$ cat src/rtl/core/ffd_pkg.sv
package ffd_pkg;

  localparam int ID_FIELD_BYTES     = 32;
  localparam int TOKEN_FIELD_BYTES  = 32;
  localparam int NUM_FIELD_BYTES    = 4;
  localparam int PAYLOAD_COUNT_BITS = 24;

  localparam int FC_W  = 6;
  localparam int OFS_W = 24;
  localparam int MAX_W = 24;

  localparam logic [23:0] MAX_PAYLOAD_RESET = 24'd65536;

  localparam logic [7:0] SYNC1_BYTE = 8'h55;
  localparam logic [7:0] SYNC2_BYTE = 8'hAA;
  localparam logic [7:0] TRAIL1_BYTE = 8'hCC;
  localparam logic [7:0] TRAIL2_BYTE = 8'h33;

  localparam logic FUNC_DATA    = 1'b0;
  localparam logic FUNC_RESTART = 1'b1;

  typedef enum logic [3:0] {
    PH_HUNT     = 4'd0,
    PH_SYNC2    = 4'd1,
    PH_ID       = 4'd2,
    PH_TOKEN    = 4'd3,
    PH_TIME     = 4'd4,
    PH_LENGTH   = 4'd5,
    PH_PAYLOAD  = 4'd6,
    PH_TRAIL1   = 4'd7,
    PH_TRAIL2   = 4'd8,
    PH_COMPLETE = 4'd9,
    PH_ERROR    = 4'd10
  } phase_t;

  typedef enum logic [2:0] {
    KIND_IGNORED = 3'd0,
    KIND_SYNC    = 3'd1,
    KIND_ID      = 3'd2,
    KIND_TOKEN   = 3'd3,
    KIND_TIME    = 3'd4,
    KIND_LENGTH  = 3'd5,
    KIND_PAYLOAD = 3'd6,
    KIND_TRAILER = 3'd7
  } kind_t;

  typedef enum logic [1:0] {
    ERR_NONE       = 2'd0,
    ERR_BAD_LENGTH = 2'd1,
    ERR_BAD_TRAIL1 = 2'd2,
    ERR_BAD_TRAIL2 = 2'd3
  } err_t;

  typedef struct packed {
    logic       func;
    logic [7:0] data_byte;
  } in_item_t;

  typedef struct packed {
    logic [3:0]       status_phase;
    logic [2:0]       byte_kind;
    logic [7:0]       echo_byte;
    logic [OFS_W-1:0] byte_offset;
    logic             field_last;
    logic [31:0]      timestamp_out;
    logic [31:0]      length_out;
    logic [1:0]       error_cause;
  } out_item_t;

endpackage

$ cat src/rtl/core/ffd_parser.sv
module ffd_parser (
  input  logic                         clk,
  input  logic                         rst,
  input  logic                         step,
  input  ffd_pkg::in_item_t            item,
  input  logic                         cfg_we,
  input  logic [ffd_pkg::MAX_W-1:0]    cfg_value,
  output ffd_pkg::out_item_t           result
);

  localparam int PCB = ffd_pkg::PAYLOAD_COUNT_BITS;
  localparam logic [32:0] CNT_LIMIT = 33'((64'd1 << PCB) - 64'd1);

  logic [ffd_pkg::MAX_W-1:0] max_payload;
  ffd_pkg::phase_t           phase, phase_next;
  logic [ffd_pkg::FC_W-1:0]  field_count, field_count_next;
  logic [31:0]               time_accum, time_accum_next;
  logic [31:0]               length_accum, length_accum_next;
  logic [PCB-1:0]            payload_count, payload_count_next;
  ffd_pkg::err_t             error_code, error_code_next;

  logic [ffd_pkg::FC_W-1:0]  fc_inc;
  logic [PCB-1:0]            pc_inc;
  logic [31:0]               len_new;
  logic                      len_bad;
  logic                      id_done;
  logic                      tok_done;
  logic                      num_done;
  logic                      pay_done;
  ffd_pkg::kind_t            kind;
  logic [7:0]                echo;
  logic [ffd_pkg::OFS_W-1:0] offs;
  logic                      last;
  logic [7:0]                b;

  assign b        = item.data_byte;
  assign fc_inc   = field_count + ffd_pkg::FC_W'(1);
  assign pc_inc   = payload_count + PCB'(1);
  assign len_new  = {length_accum[23:0], b};
  assign len_bad  = (len_new == 32'd0) ||
                    (len_new > 32'(max_payload)) ||
                    ({1'b0, len_new} > CNT_LIMIT);
  assign id_done  = (fc_inc >= ffd_pkg::FC_W'(ffd_pkg::ID_FIELD_BYTES));
  assign tok_done = (fc_inc >= ffd_pkg::FC_W'(ffd_pkg::TOKEN_FIELD_BYTES));
  assign num_done = (fc_inc >= ffd_pkg::FC_W'(ffd_pkg::NUM_FIELD_BYTES));
  assign pay_done = (32'(pc_inc) >= length_accum);

  always_comb begin
    phase_next         = phase;
    field_count_next   = field_count;
    time_accum_next    = time_accum;
    length_accum_next  = length_accum;
    payload_count_next = payload_count;
    error_code_next    = error_code;
    if (item.func == ffd_pkg::FUNC_RESTART) begin
      phase_next         = ffd_pkg::PH_HUNT;
      field_count_next   = '0;
      time_accum_next    = '0;
      length_accum_next  = '0;
      payload_count_next = '0;
      error_code_next    = ffd_pkg::ERR_NONE;
    end else begin
      unique case (phase) inside
        ffd_pkg::PH_HUNT: begin
          if (b == ffd_pkg::SYNC1_BYTE) begin
            phase_next = ffd_pkg::PH_SYNC2;
          end
        end
        ffd_pkg::PH_SYNC2: begin
          if (b == ffd_pkg::SYNC2_BYTE) begin
            field_count_next = '0;
            phase_next       = ffd_pkg::PH_ID;
          end else if (b != ffd_pkg::SYNC1_BYTE) begin
            phase_next = ffd_pkg::PH_HUNT;
          end
        end
        ffd_pkg::PH_ID: begin
          field_count_next = fc_inc;
          if (id_done) begin
            field_count_next = '0;
            phase_next       = ffd_pkg::PH_TOKEN;
          end
        end
        ffd_pkg::PH_TOKEN: begin
          field_count_next = fc_inc;
          if (tok_done) begin
            field_count_next = '0;
            time_accum_next  = '0;
            phase_next       = ffd_pkg::PH_TIME;
          end
        end
        ffd_pkg::PH_TIME: begin
          time_accum_next  = {time_accum[23:0], b};
          field_count_next = fc_inc;
          if (num_done) begin
            field_count_next  = '0;
            length_accum_next = '0;
            phase_next        = ffd_pkg::PH_LENGTH;
          end
        end
        ffd_pkg::PH_LENGTH: begin
          length_accum_next = len_new;
          field_count_next  = fc_inc;
          if (num_done) begin
            field_count_next = '0;
            if (len_bad) begin
              phase_next      = ffd_pkg::PH_ERROR;
              error_code_next = ffd_pkg::ERR_BAD_LENGTH;
            end else begin
              payload_count_next = '0;
              phase_next         = ffd_pkg::PH_PAYLOAD;
            end
          end
        end
        ffd_pkg::PH_PAYLOAD: begin
          payload_count_next = pc_inc;
          if (pay_done) begin
            phase_next = ffd_pkg::PH_TRAIL1;
          end
        end
        ffd_pkg::PH_TRAIL1: begin
          if (b == ffd_pkg::TRAIL1_BYTE) begin
            phase_next = ffd_pkg::PH_TRAIL2;
          end else begin
            phase_next      = ffd_pkg::PH_ERROR;
            error_code_next = ffd_pkg::ERR_BAD_TRAIL1;
          end
        end
        ffd_pkg::PH_TRAIL2: begin
          if (b == ffd_pkg::TRAIL2_BYTE) begin
            phase_next = ffd_pkg::PH_COMPLETE;
          end else begin
            phase_next      = ffd_pkg::PH_ERROR;
            error_code_next = ffd_pkg::ERR_BAD_TRAIL2;
          end
        end
        ffd_pkg::PH_COMPLETE, ffd_pkg::PH_ERROR: begin
        end
        default: begin
          phase_next = ffd_pkg::PH_ERROR;
        end
      endcase
    end
  end

  always_comb begin
    kind = ffd_pkg::KIND_IGNORED;
    echo = 8'd0;
    offs = '0;
    last = 1'b0;
    if (item.func != ffd_pkg::FUNC_RESTART) begin
      unique case (phase) inside
        ffd_pkg::PH_HUNT: begin
          if (b == ffd_pkg::SYNC1_BYTE) begin
            kind = ffd_pkg::KIND_SYNC;
            echo = b;
          end
        end
        ffd_pkg::PH_SYNC2: begin
          if (b == ffd_pkg::SYNC2_BYTE) begin
            kind = ffd_pkg::KIND_SYNC;
            echo = b;
            offs = ffd_pkg::OFS_W'(1);
            last = 1'b1;
          end else if (b == ffd_pkg::SYNC1_BYTE) begin
            kind = ffd_pkg::KIND_SYNC;
            echo = b;
          end
        end
        ffd_pkg::PH_ID: begin
          kind = ffd_pkg::KIND_ID;
          echo = b;
          offs = ffd_pkg::OFS_W'(field_count);
          last = id_done;
        end
        ffd_pkg::PH_TOKEN: begin
          kind = ffd_pkg::KIND_TOKEN;
          echo = b;
          offs = ffd_pkg::OFS_W'(field_count);
          last = tok_done;
        end
        ffd_pkg::PH_TIME: begin
          kind = ffd_pkg::KIND_TIME;
          echo = b;
          offs = ffd_pkg::OFS_W'(field_count);
          last = num_done;
        end
        ffd_pkg::PH_LENGTH: begin
          kind = ffd_pkg::KIND_LENGTH;
          echo = b;
          offs = ffd_pkg::OFS_W'(field_count);
          last = num_done;
        end
        ffd_pkg::PH_PAYLOAD: begin
          kind = ffd_pkg::KIND_PAYLOAD;
          echo = b;
          offs = ffd_pkg::OFS_W'(payload_count);
          last = pay_done;
        end
        ffd_pkg::PH_TRAIL1: begin
          kind = ffd_pkg::KIND_TRAILER;
          echo = b;
        end
        ffd_pkg::PH_TRAIL2: begin
          kind = ffd_pkg::KIND_TRAILER;
          echo = b;
          offs = ffd_pkg::OFS_W'(1);
          last = 1'b1;
        end
        default: begin
        end
      endcase
    end
    result.status_phase  = phase_next;
    result.byte_kind     = kind;
    result.echo_byte     = echo;
    result.byte_offset   = offs;
    result.field_last    = last;
    result.timestamp_out = time_accum_next;
    result.length_out    = length_accum_next;
    result.error_cause   = error_code_next;
  end

  always_ff @(posedge clk) begin
    if (rst) begin
      max_payload   <= ffd_pkg::MAX_PAYLOAD_RESET;
      phase         <= ffd_pkg::PH_HUNT;
      field_count   <= '0;
      time_accum    <= '0;
      length_accum  <= '0;
      payload_count <= '0;
      error_code    <= ffd_pkg::ERR_NONE;
    end else begin
      if (cfg_we) begin
        max_payload <= cfg_value;
      end
      if (step) begin
        phase         <= phase_next;
        field_count   <= field_count_next;
        time_accum    <= time_accum_next;
        length_accum  <= length_accum_next;
        payload_count <= payload_count_next;
        error_code    <= error_code_next;
      end
    end
  end

endmodule

$ cat src/rtl/core/ffd_skid.sv
module ffd_skid (
  input  logic               clk,
  input  logic               rst,
  input  logic               in_valid,
  output logic               in_ready,
  input  ffd_pkg::out_item_t in_data,
  output logic               out_valid,
  input  logic               out_ready,
  output ffd_pkg::out_item_t out_data
);

  ffd_pkg::out_item_t slot [2];
  logic       wr_ptr;
  logic       rd_ptr;
  logic [1:0] count;
  logic       push;
  logic       pop;

  assign in_ready  = (count != 2'd2);
  assign out_valid = (count != 2'd0);
  assign out_data  = slot[rd_ptr];
  assign push      = in_valid && in_ready;
  assign pop       = out_valid && out_ready;

  always_ff @(posedge clk) begin
    if (push) begin
      slot[wr_ptr] <= in_data;
    end
  end

  always_ff @(posedge clk) begin
    if (rst) begin
      wr_ptr <= 1'b0;
      rd_ptr <= 1'b0;
      count  <= 2'd0;
    end else begin
      if (push) begin
        wr_ptr <= ~wr_ptr;
      end
      if (pop) begin
        rd_ptr <= ~rd_ptr;
      end
      if (push && !pop) begin
        count <= count + 2'd1;
      end else if (pop && !push) begin
        count <= count - 2'd1;
      end
    end
  end

endmodule

$ cat src/rtl/core/fixed_frame_deframer.sv
// Fixed-frame deframer: sync 0x55 0xAA, id, token, timestamp, length,
// payload, trailer 0xCC 0x33.
// Input channel in_valid/in_ready/in_item: one transaction is a data byte
// or a restart (func). Each input transaction yields exactly one result
// transaction on out_valid/out_ready/out_item, in order.
// Config channel cfg_valid/cfg_ready/cfg_data writes max_payload_bytes;
// cfg_ready is always high. Write it only while the block is idle.
// Results are registered: out_valid rises in the cycle after a transaction.
// Throughput: one byte per cycle unless stalled; the parse step is a single
// combinational pass from the state registers into a two-entry output buffer.
// Stall: the buffer holds two results; in_ready drops only when both are
// waiting, and rises in the cycle after the receiver takes one.
// Reset (rst, synchronous): parser to hunting, accumulators and error
// cleared, output buffer emptied, max_payload_bytes back to 65536.
module fixed_frame_deframer (
  input  logic                      clk,
  input  logic                      rst,
  input  logic                      in_valid,
  output logic                      in_ready,
  input  ffd_pkg::in_item_t         in_item,
  output logic                      out_valid,
  input  logic                      out_ready,
  output ffd_pkg::out_item_t        out_item,
  input  logic                      cfg_valid,
  output logic                      cfg_ready,
  input  logic [ffd_pkg::MAX_W-1:0] cfg_data
);

  ffd_pkg::out_item_t result;
  logic               step;

  assign cfg_ready = 1'b1;
  assign step      = in_valid && in_ready;

  ffd_parser u_parser (
    .clk       (clk),
    .rst       (rst),
    .step      (step),
    .item      (in_item),
    .cfg_we    (cfg_valid && cfg_ready),
    .cfg_value (cfg_data),
    .result    (result)
  );

  ffd_skid u_skid (
    .clk       (clk),
    .rst       (rst),
    .in_valid  (in_valid),
    .in_ready  (in_ready),
    .in_data   (result),
    .out_valid (out_valid),
    .out_ready (out_ready),
    .out_data  (out_item)
  );

endmodule

$ cat config.mk
export PLATFORM = sky130hd
export DESIGN_NAME = fixed_frame_deframer
export DESIGN_NICKNAME = d
export VERILOG_FILES = /design/src/rtl/core/ffd_pkg.sv /design/src/rtl/core/ffd_parser.sv /design/src/rtl/core/ffd_skid.sv /design/src/rtl/core/fixed_frame_deframer.sv
export SDC_FILE = /design/constraint.sdc
export NUM_CORES = 1
export LEC_CHECK = 0
export BUFFER_PORTS_ARGS = -buffer_cell sky130_fd_sc_hd__buf_2
export CORE_ASPECT_RATIO = 1.25
export CORE_MARGIN = 2
export CORE_UTILIZATION = 55
export DETAILED_ROUTE_END_ITERATION = 10
export PLACE_DENSITY = 0.75
export SLEW_MARGIN = 20
export SYNTH_ARGS = -nofsm -noshare
export SYNTH_HDL_FRONTEND = slang
export SYNTH_SLANG_ARGS = --single-unit
$ cat constraint.sdc
create_clock -name clk -period 15.73 [get_ports clk]
set_input_delay 2.3595 -clock clk [delete_from_list [all_inputs] [get_ports clk]]
set_output_delay 2.3595 -clock clk [all_outputs]
set_load 0.1 [all_outputs]
==> results.txt <==
The run finished with clean final reports. The normalized max-slew margin came out at 30.7%. The number of global-route vias before repair is 10583.

The number of buffers inserted by port buffering came out at 145. The endpoint kind of the worst setup timing path is an output port. The die is 192 um tall. The distinct cell type count of the synthesized netlist is 66.

In this run, the number of DRC markers left after iteration 0 of detailed routing was 882. The proportion of synthesized chip area in sequential cells is 57.6%. The post-cts sizing count is 0. The final layout net count is 1519. The largest stage delay on the critical path came out at 0.79 ns. The proportion of total power due to net switching came out at 43.6%.

The number of I/O pins is 147. The met1 track demand over resource is 30.6%. The most used flip-flop cell after synthesis is sky130_fd_sc_hd__edfxtp_1.

At the pin with the least slew margin, the transition time is 1.04 ns. Measured along the x axis, the die boundary spans 154 um. A synthesized cell averages 11.8 um2. The count of yosys warnings during synthesis is 0. The total setup buffers inserted after CTS is 0. After detailed routing, the total wire length is 36.4 mm.

The number of instances in the placed design came out at 1744. The maximum VDD drop came out at 0.151 mV. The number of inserted filler cells in the final layout came out at 2217.

The setup skew after layout came out at 0.0198 ns. The routed layout has 10859 vias. The area of the die is 29600 um2.

Global routing consumed, on the met3 layer, 3.16% of the routing resources. Dividing the detail-routed via count by the number of cells gives 6.01. The family with the most delay on the worst path is buffers and inverters. The summed area of non-filler cells in the final layout came out at 17600 um2. No sink is reached through more buffers than the 3 on the longest clock path. The peak-usage layer in the global routing report is met2. The most common cell in the synthesized netlist is sky130_fd_sc_hd__edfxtp_1. TritonCTS built the clock tree. The critical path is of the flip-flop to output port type.

The starting utilization of the core area is 56.0%. Counting every instance in the synthesized netlist gives 1318. The count of TritonRoute iterations in the first routing pass is 5.

The final worst slack came out at 10.54 ns. After detailed routing, the number of remaining DRC violations is 0. By area the synthesized netlist is led by sky130_fd_sc_hd__edfxtp_1 41%, sky130_fd_sc_hd__dfxtp_1 17%, sky130_fd_sc_hd__mux2_2 7.7%, sky130_fd_sc_hd__ha_1 4.1%, sky130_fd_sc_hd__a22o_1 3.6%.

After synthesis, the share of flip-flops with an asynchronous set or reset is 0%. The min-delay analysis places its worst path in the category flip-flop to flip-flop. The post-synth net total is 1407. The reported leakage power came out at 6.57 nW. The placed instance area is 16500 um2.

Setup repair after global routing left no endpoint under its margin. The CTS sink count is 341. At the end of routability-driven placement, the weighted congestion stood at 0.888. The number of hold-repair buffers added at the cts stage is 0. The initial antenna violation count came out at 0. The total power density per cell area is 177 nW/um2. The post-DP HPWL is 24.1 mm.

Setup violations remaining at the end of the flow were counted as 0. The share of total power in combinational logic is 38.1%. Traced cell by cell, the critical path runs through buf_4 -> mux2_2 -> buf_2. The number of cells in the finished layout apart from fillers came out at 1806.

The total core area is 27700 um2. The routed length per instance came out at 20.2 um. Data on the critical path is required at its endpoint by 13.37 ns.

Once detail routing completed, the nets flagged for antenna violations numbered 0. The final antenna diode count is 0. The pre-CTS worst setup slack is 10.39 ns. In this run the number of H-tree levels came out at 2.

The largest net degree at the start of global routing came out at 90. The total clock buffers created by CTS came out at 34. The number of synthesized flops with an enable pin came out at 212. The layout cell share with drive strength beyond 1 is 23.3%.

The clock power share is 25.7%. Of all cell types, the one taking the most synthesized area is sky130_fd_sc_hd__edfxtp_1. The portion of synthesized cell area occupied by the leading cell type came out at 41.0%. Of all nets on the critical path, the largest fanout is 71. The first global-routing pass estimated 56.8 mm of wire. The count of buffer and inverter cells on the critical path came out at 2.

Summed over all nets, the switching power comes to 0.00136 W. The startpoint type of the worst setup path is a flip-flop. Of the total power, registers draw 36.2%.

The accumulated negative setup slack is 0 ns. The total design power is 0.00312 W. The clock transition at the registers of the reported paths is 0.06 ns. For the worst setup path, the data arrival time is 2.83 ns. The overflow left after global routing is 0. The clock root buffer master is sky130_fd_sc_hd__clkbuf_16.

The later pin in the worst-skew pair is clocked with a latency of 0.52 ns. Relative to the synthesized area, the layout overhead comes to 13.1%. In this run the core area contains 68 standard-cell rows. The count of max-cap constraint violations came out at 0. The final number of max-transition violations came out at 0. The hold violation total from the final report came out at 0. On the critical path, the stage with the largest delay is an instance of sky130_fd_sc_hd__buf_4.

The achievable clock frequency came out at 193 MHz. Subtracting the final worst setup slack from the clock period gives 5.19 ns. Global routing consumed, over all layers together, 24.2% of the routing resources. The number of register bits inferred by synthesis came out at 341. The share of the cycle needed by the critical path after routing came out at 33.0%. The met2 track demand over resource in global routing is 43.1%. Ranked by instance count, the synthesized netlist is headed by 212 x sky130_fd_sc_hd__edfxtp_1, 129 x sky130_fd_sc_hd__dfxtp_1, 127 x sky130_fd_sc_hd__nor2_1. In this run the cell area of the synthesized design comes to 15500 um2. Cell internal power was estimated by the tool at 0.00176 W.
==> power groups by stage <==
stage               combinational [W]  clock [W]  sequential (W)
floorplan                     0.00103          0         0.00113
global placement              0.00119          0         0.00114
detailed placement            0.00119          0         0.00115
CTS                           0.00120   0.000811         0.00113
global route                  0.00124   0.000848         0.00114
finish                        0.00119   0.000800         0.00113
==> cell usage in the layout, fill, tap and decap left out, types with 22 or more instances in the layout <==
cell and count:
sky130_fd_sc_hd__nor2_1 125, sky130_fd_sc_hd__ha_1 51, sky130_fd_sc_hd__dfxtp_1 128, sky130_fd_sc_hd__a21oi_1 88, sky130_fd_sc_hd__o21a_1 32, sky130_fd_sc_hd__mux2i_1 25
sky130_fd_sc_hd__nor3_1 22, sky130_fd_sc_hd__clkbuf_16 35, sky130_fd_sc_hd__o21ai_0 25, sky130_fd_sc_hd__buf_2 145, sky130_fd_sc_hd__edfxtp_1 212, sky130_fd_sc_hd__a22oi_1 41
sky130_fd_sc_hd__mux2_2 106, sky130_fd_sc_hd__a22o_1 64, sky130_fd_sc_hd__nand2_1 63, sky130_fd_sc_hd__inv_1 52
==> worst reg2reg max path, stage by stage (launching register included) <==
cell	delay (ns)
sky130_fd_sc_hd__dfxtp_1	0.48
sky130_fd_sc_hd__ha_1	0.31
sky130_fd_sc_hd__nand3_1	0.20
sky130_fd_sc_hd__nor2_1	0.36
sky130_fd_sc_hd__nand2_1	0.21
sky130_fd_sc_hd__nor2_1	0.42
sky130_fd_sc_hd__nand3_1	0.23
sky130_fd_sc_hd__xnor2_1	0.28
sky130_fd_sc_hd__ha_1	0.28
sky130_fd_sc_hd__nand2_1	0.09
sky130_fd_sc_hd__nor2_1	0.04
sky130_fd_sc_hd__a2111oi_0	0.39
sky130_fd_sc_hd__a31oi_1	0.28
sky130_fd_sc_hd__a211oi_1	0.34
sky130_fd_sc_hd__nor3_1	0.13
==> state kept, by name, indices dropped and copies added, names as in the netlist, named ones only <==
signal / cells
u_skid.slot: 212
u_parser.error_code: 2
u_parser.length_accum: 32
u_parser.field_count: 6
u_parser.payload_count: 24
u_skid.count: 2
u_parser.time_accum: 32
u_skid.wr_ptr: 1
u_parser.max_payload: 24
u_parser.phase: 4
u_skid.rd_ptr: 1
==> logic make-up (layout without fill, tap and decap cells) <==
group,count (synthesis),count (layout),share of synthesized area [%]
other,1,1,0.0242
buffers and inverters,134,272,3.56
xor gates and xnor gates,27,27,1.52
muxes,131,131,9.30
DFF,341,341,57.6
and+or+nand+nor,320,320,9.86
AOI/OAI and AO/OA,313,313,14.0
adders and majority gates,51,51,4.11
==> area by class of cell <==
type,count,area [um2],share of cell area (%)
inverter,54,203,1.15
sequential,341,8950,51.0
timing repair buffer,156,808,4.60
tap,350,438,2.49
multi-input combinational,843,6060,34.5
clock buffer,45,945,5.38
clock inverter,17,159,0.905
==> per-layer routing <==
| metal | routed length, um | share of wire, % |
|---|---|---|
| met5 | 0 | 0 |
| met4 | 1090 | 3.0 |
| met3 | 1790 | 4.9 |
| met2 | 18600 | 51 |
| met1 | 15000 | 41 |
==> worst paths after layout <==
check | from | endpoint | slack [ns] | cells past startpoint
min reg2reg | u_parser.time_accum[25] | u_parser.time_accum[25] | 0.48 | 1
max | flip-flop | out_item[24] | 10.54 | 3
max reg2reg | u_parser.payload_count[0] | u_skid.slot[1][102] | 11.37 | 14
min | u_parser.time_accum[25] | u_parser.time_accum[25] | 0.48 | 1
==> per-stage QoR <==
| step | utilization (%) | hold slack [ns] |
|---|---|---|
| after CTS | 63.3 | 0.478 |
| after detailed placement | 59.4 | 0.458 |
| after global routing | 63.3 | 0.493 |
| after floorplan | - | 0.443 |
| final | 63.3 | 0.480 |
| after global placement | 59.3 | 0.457 |
(Power assumes the default switching activity.)
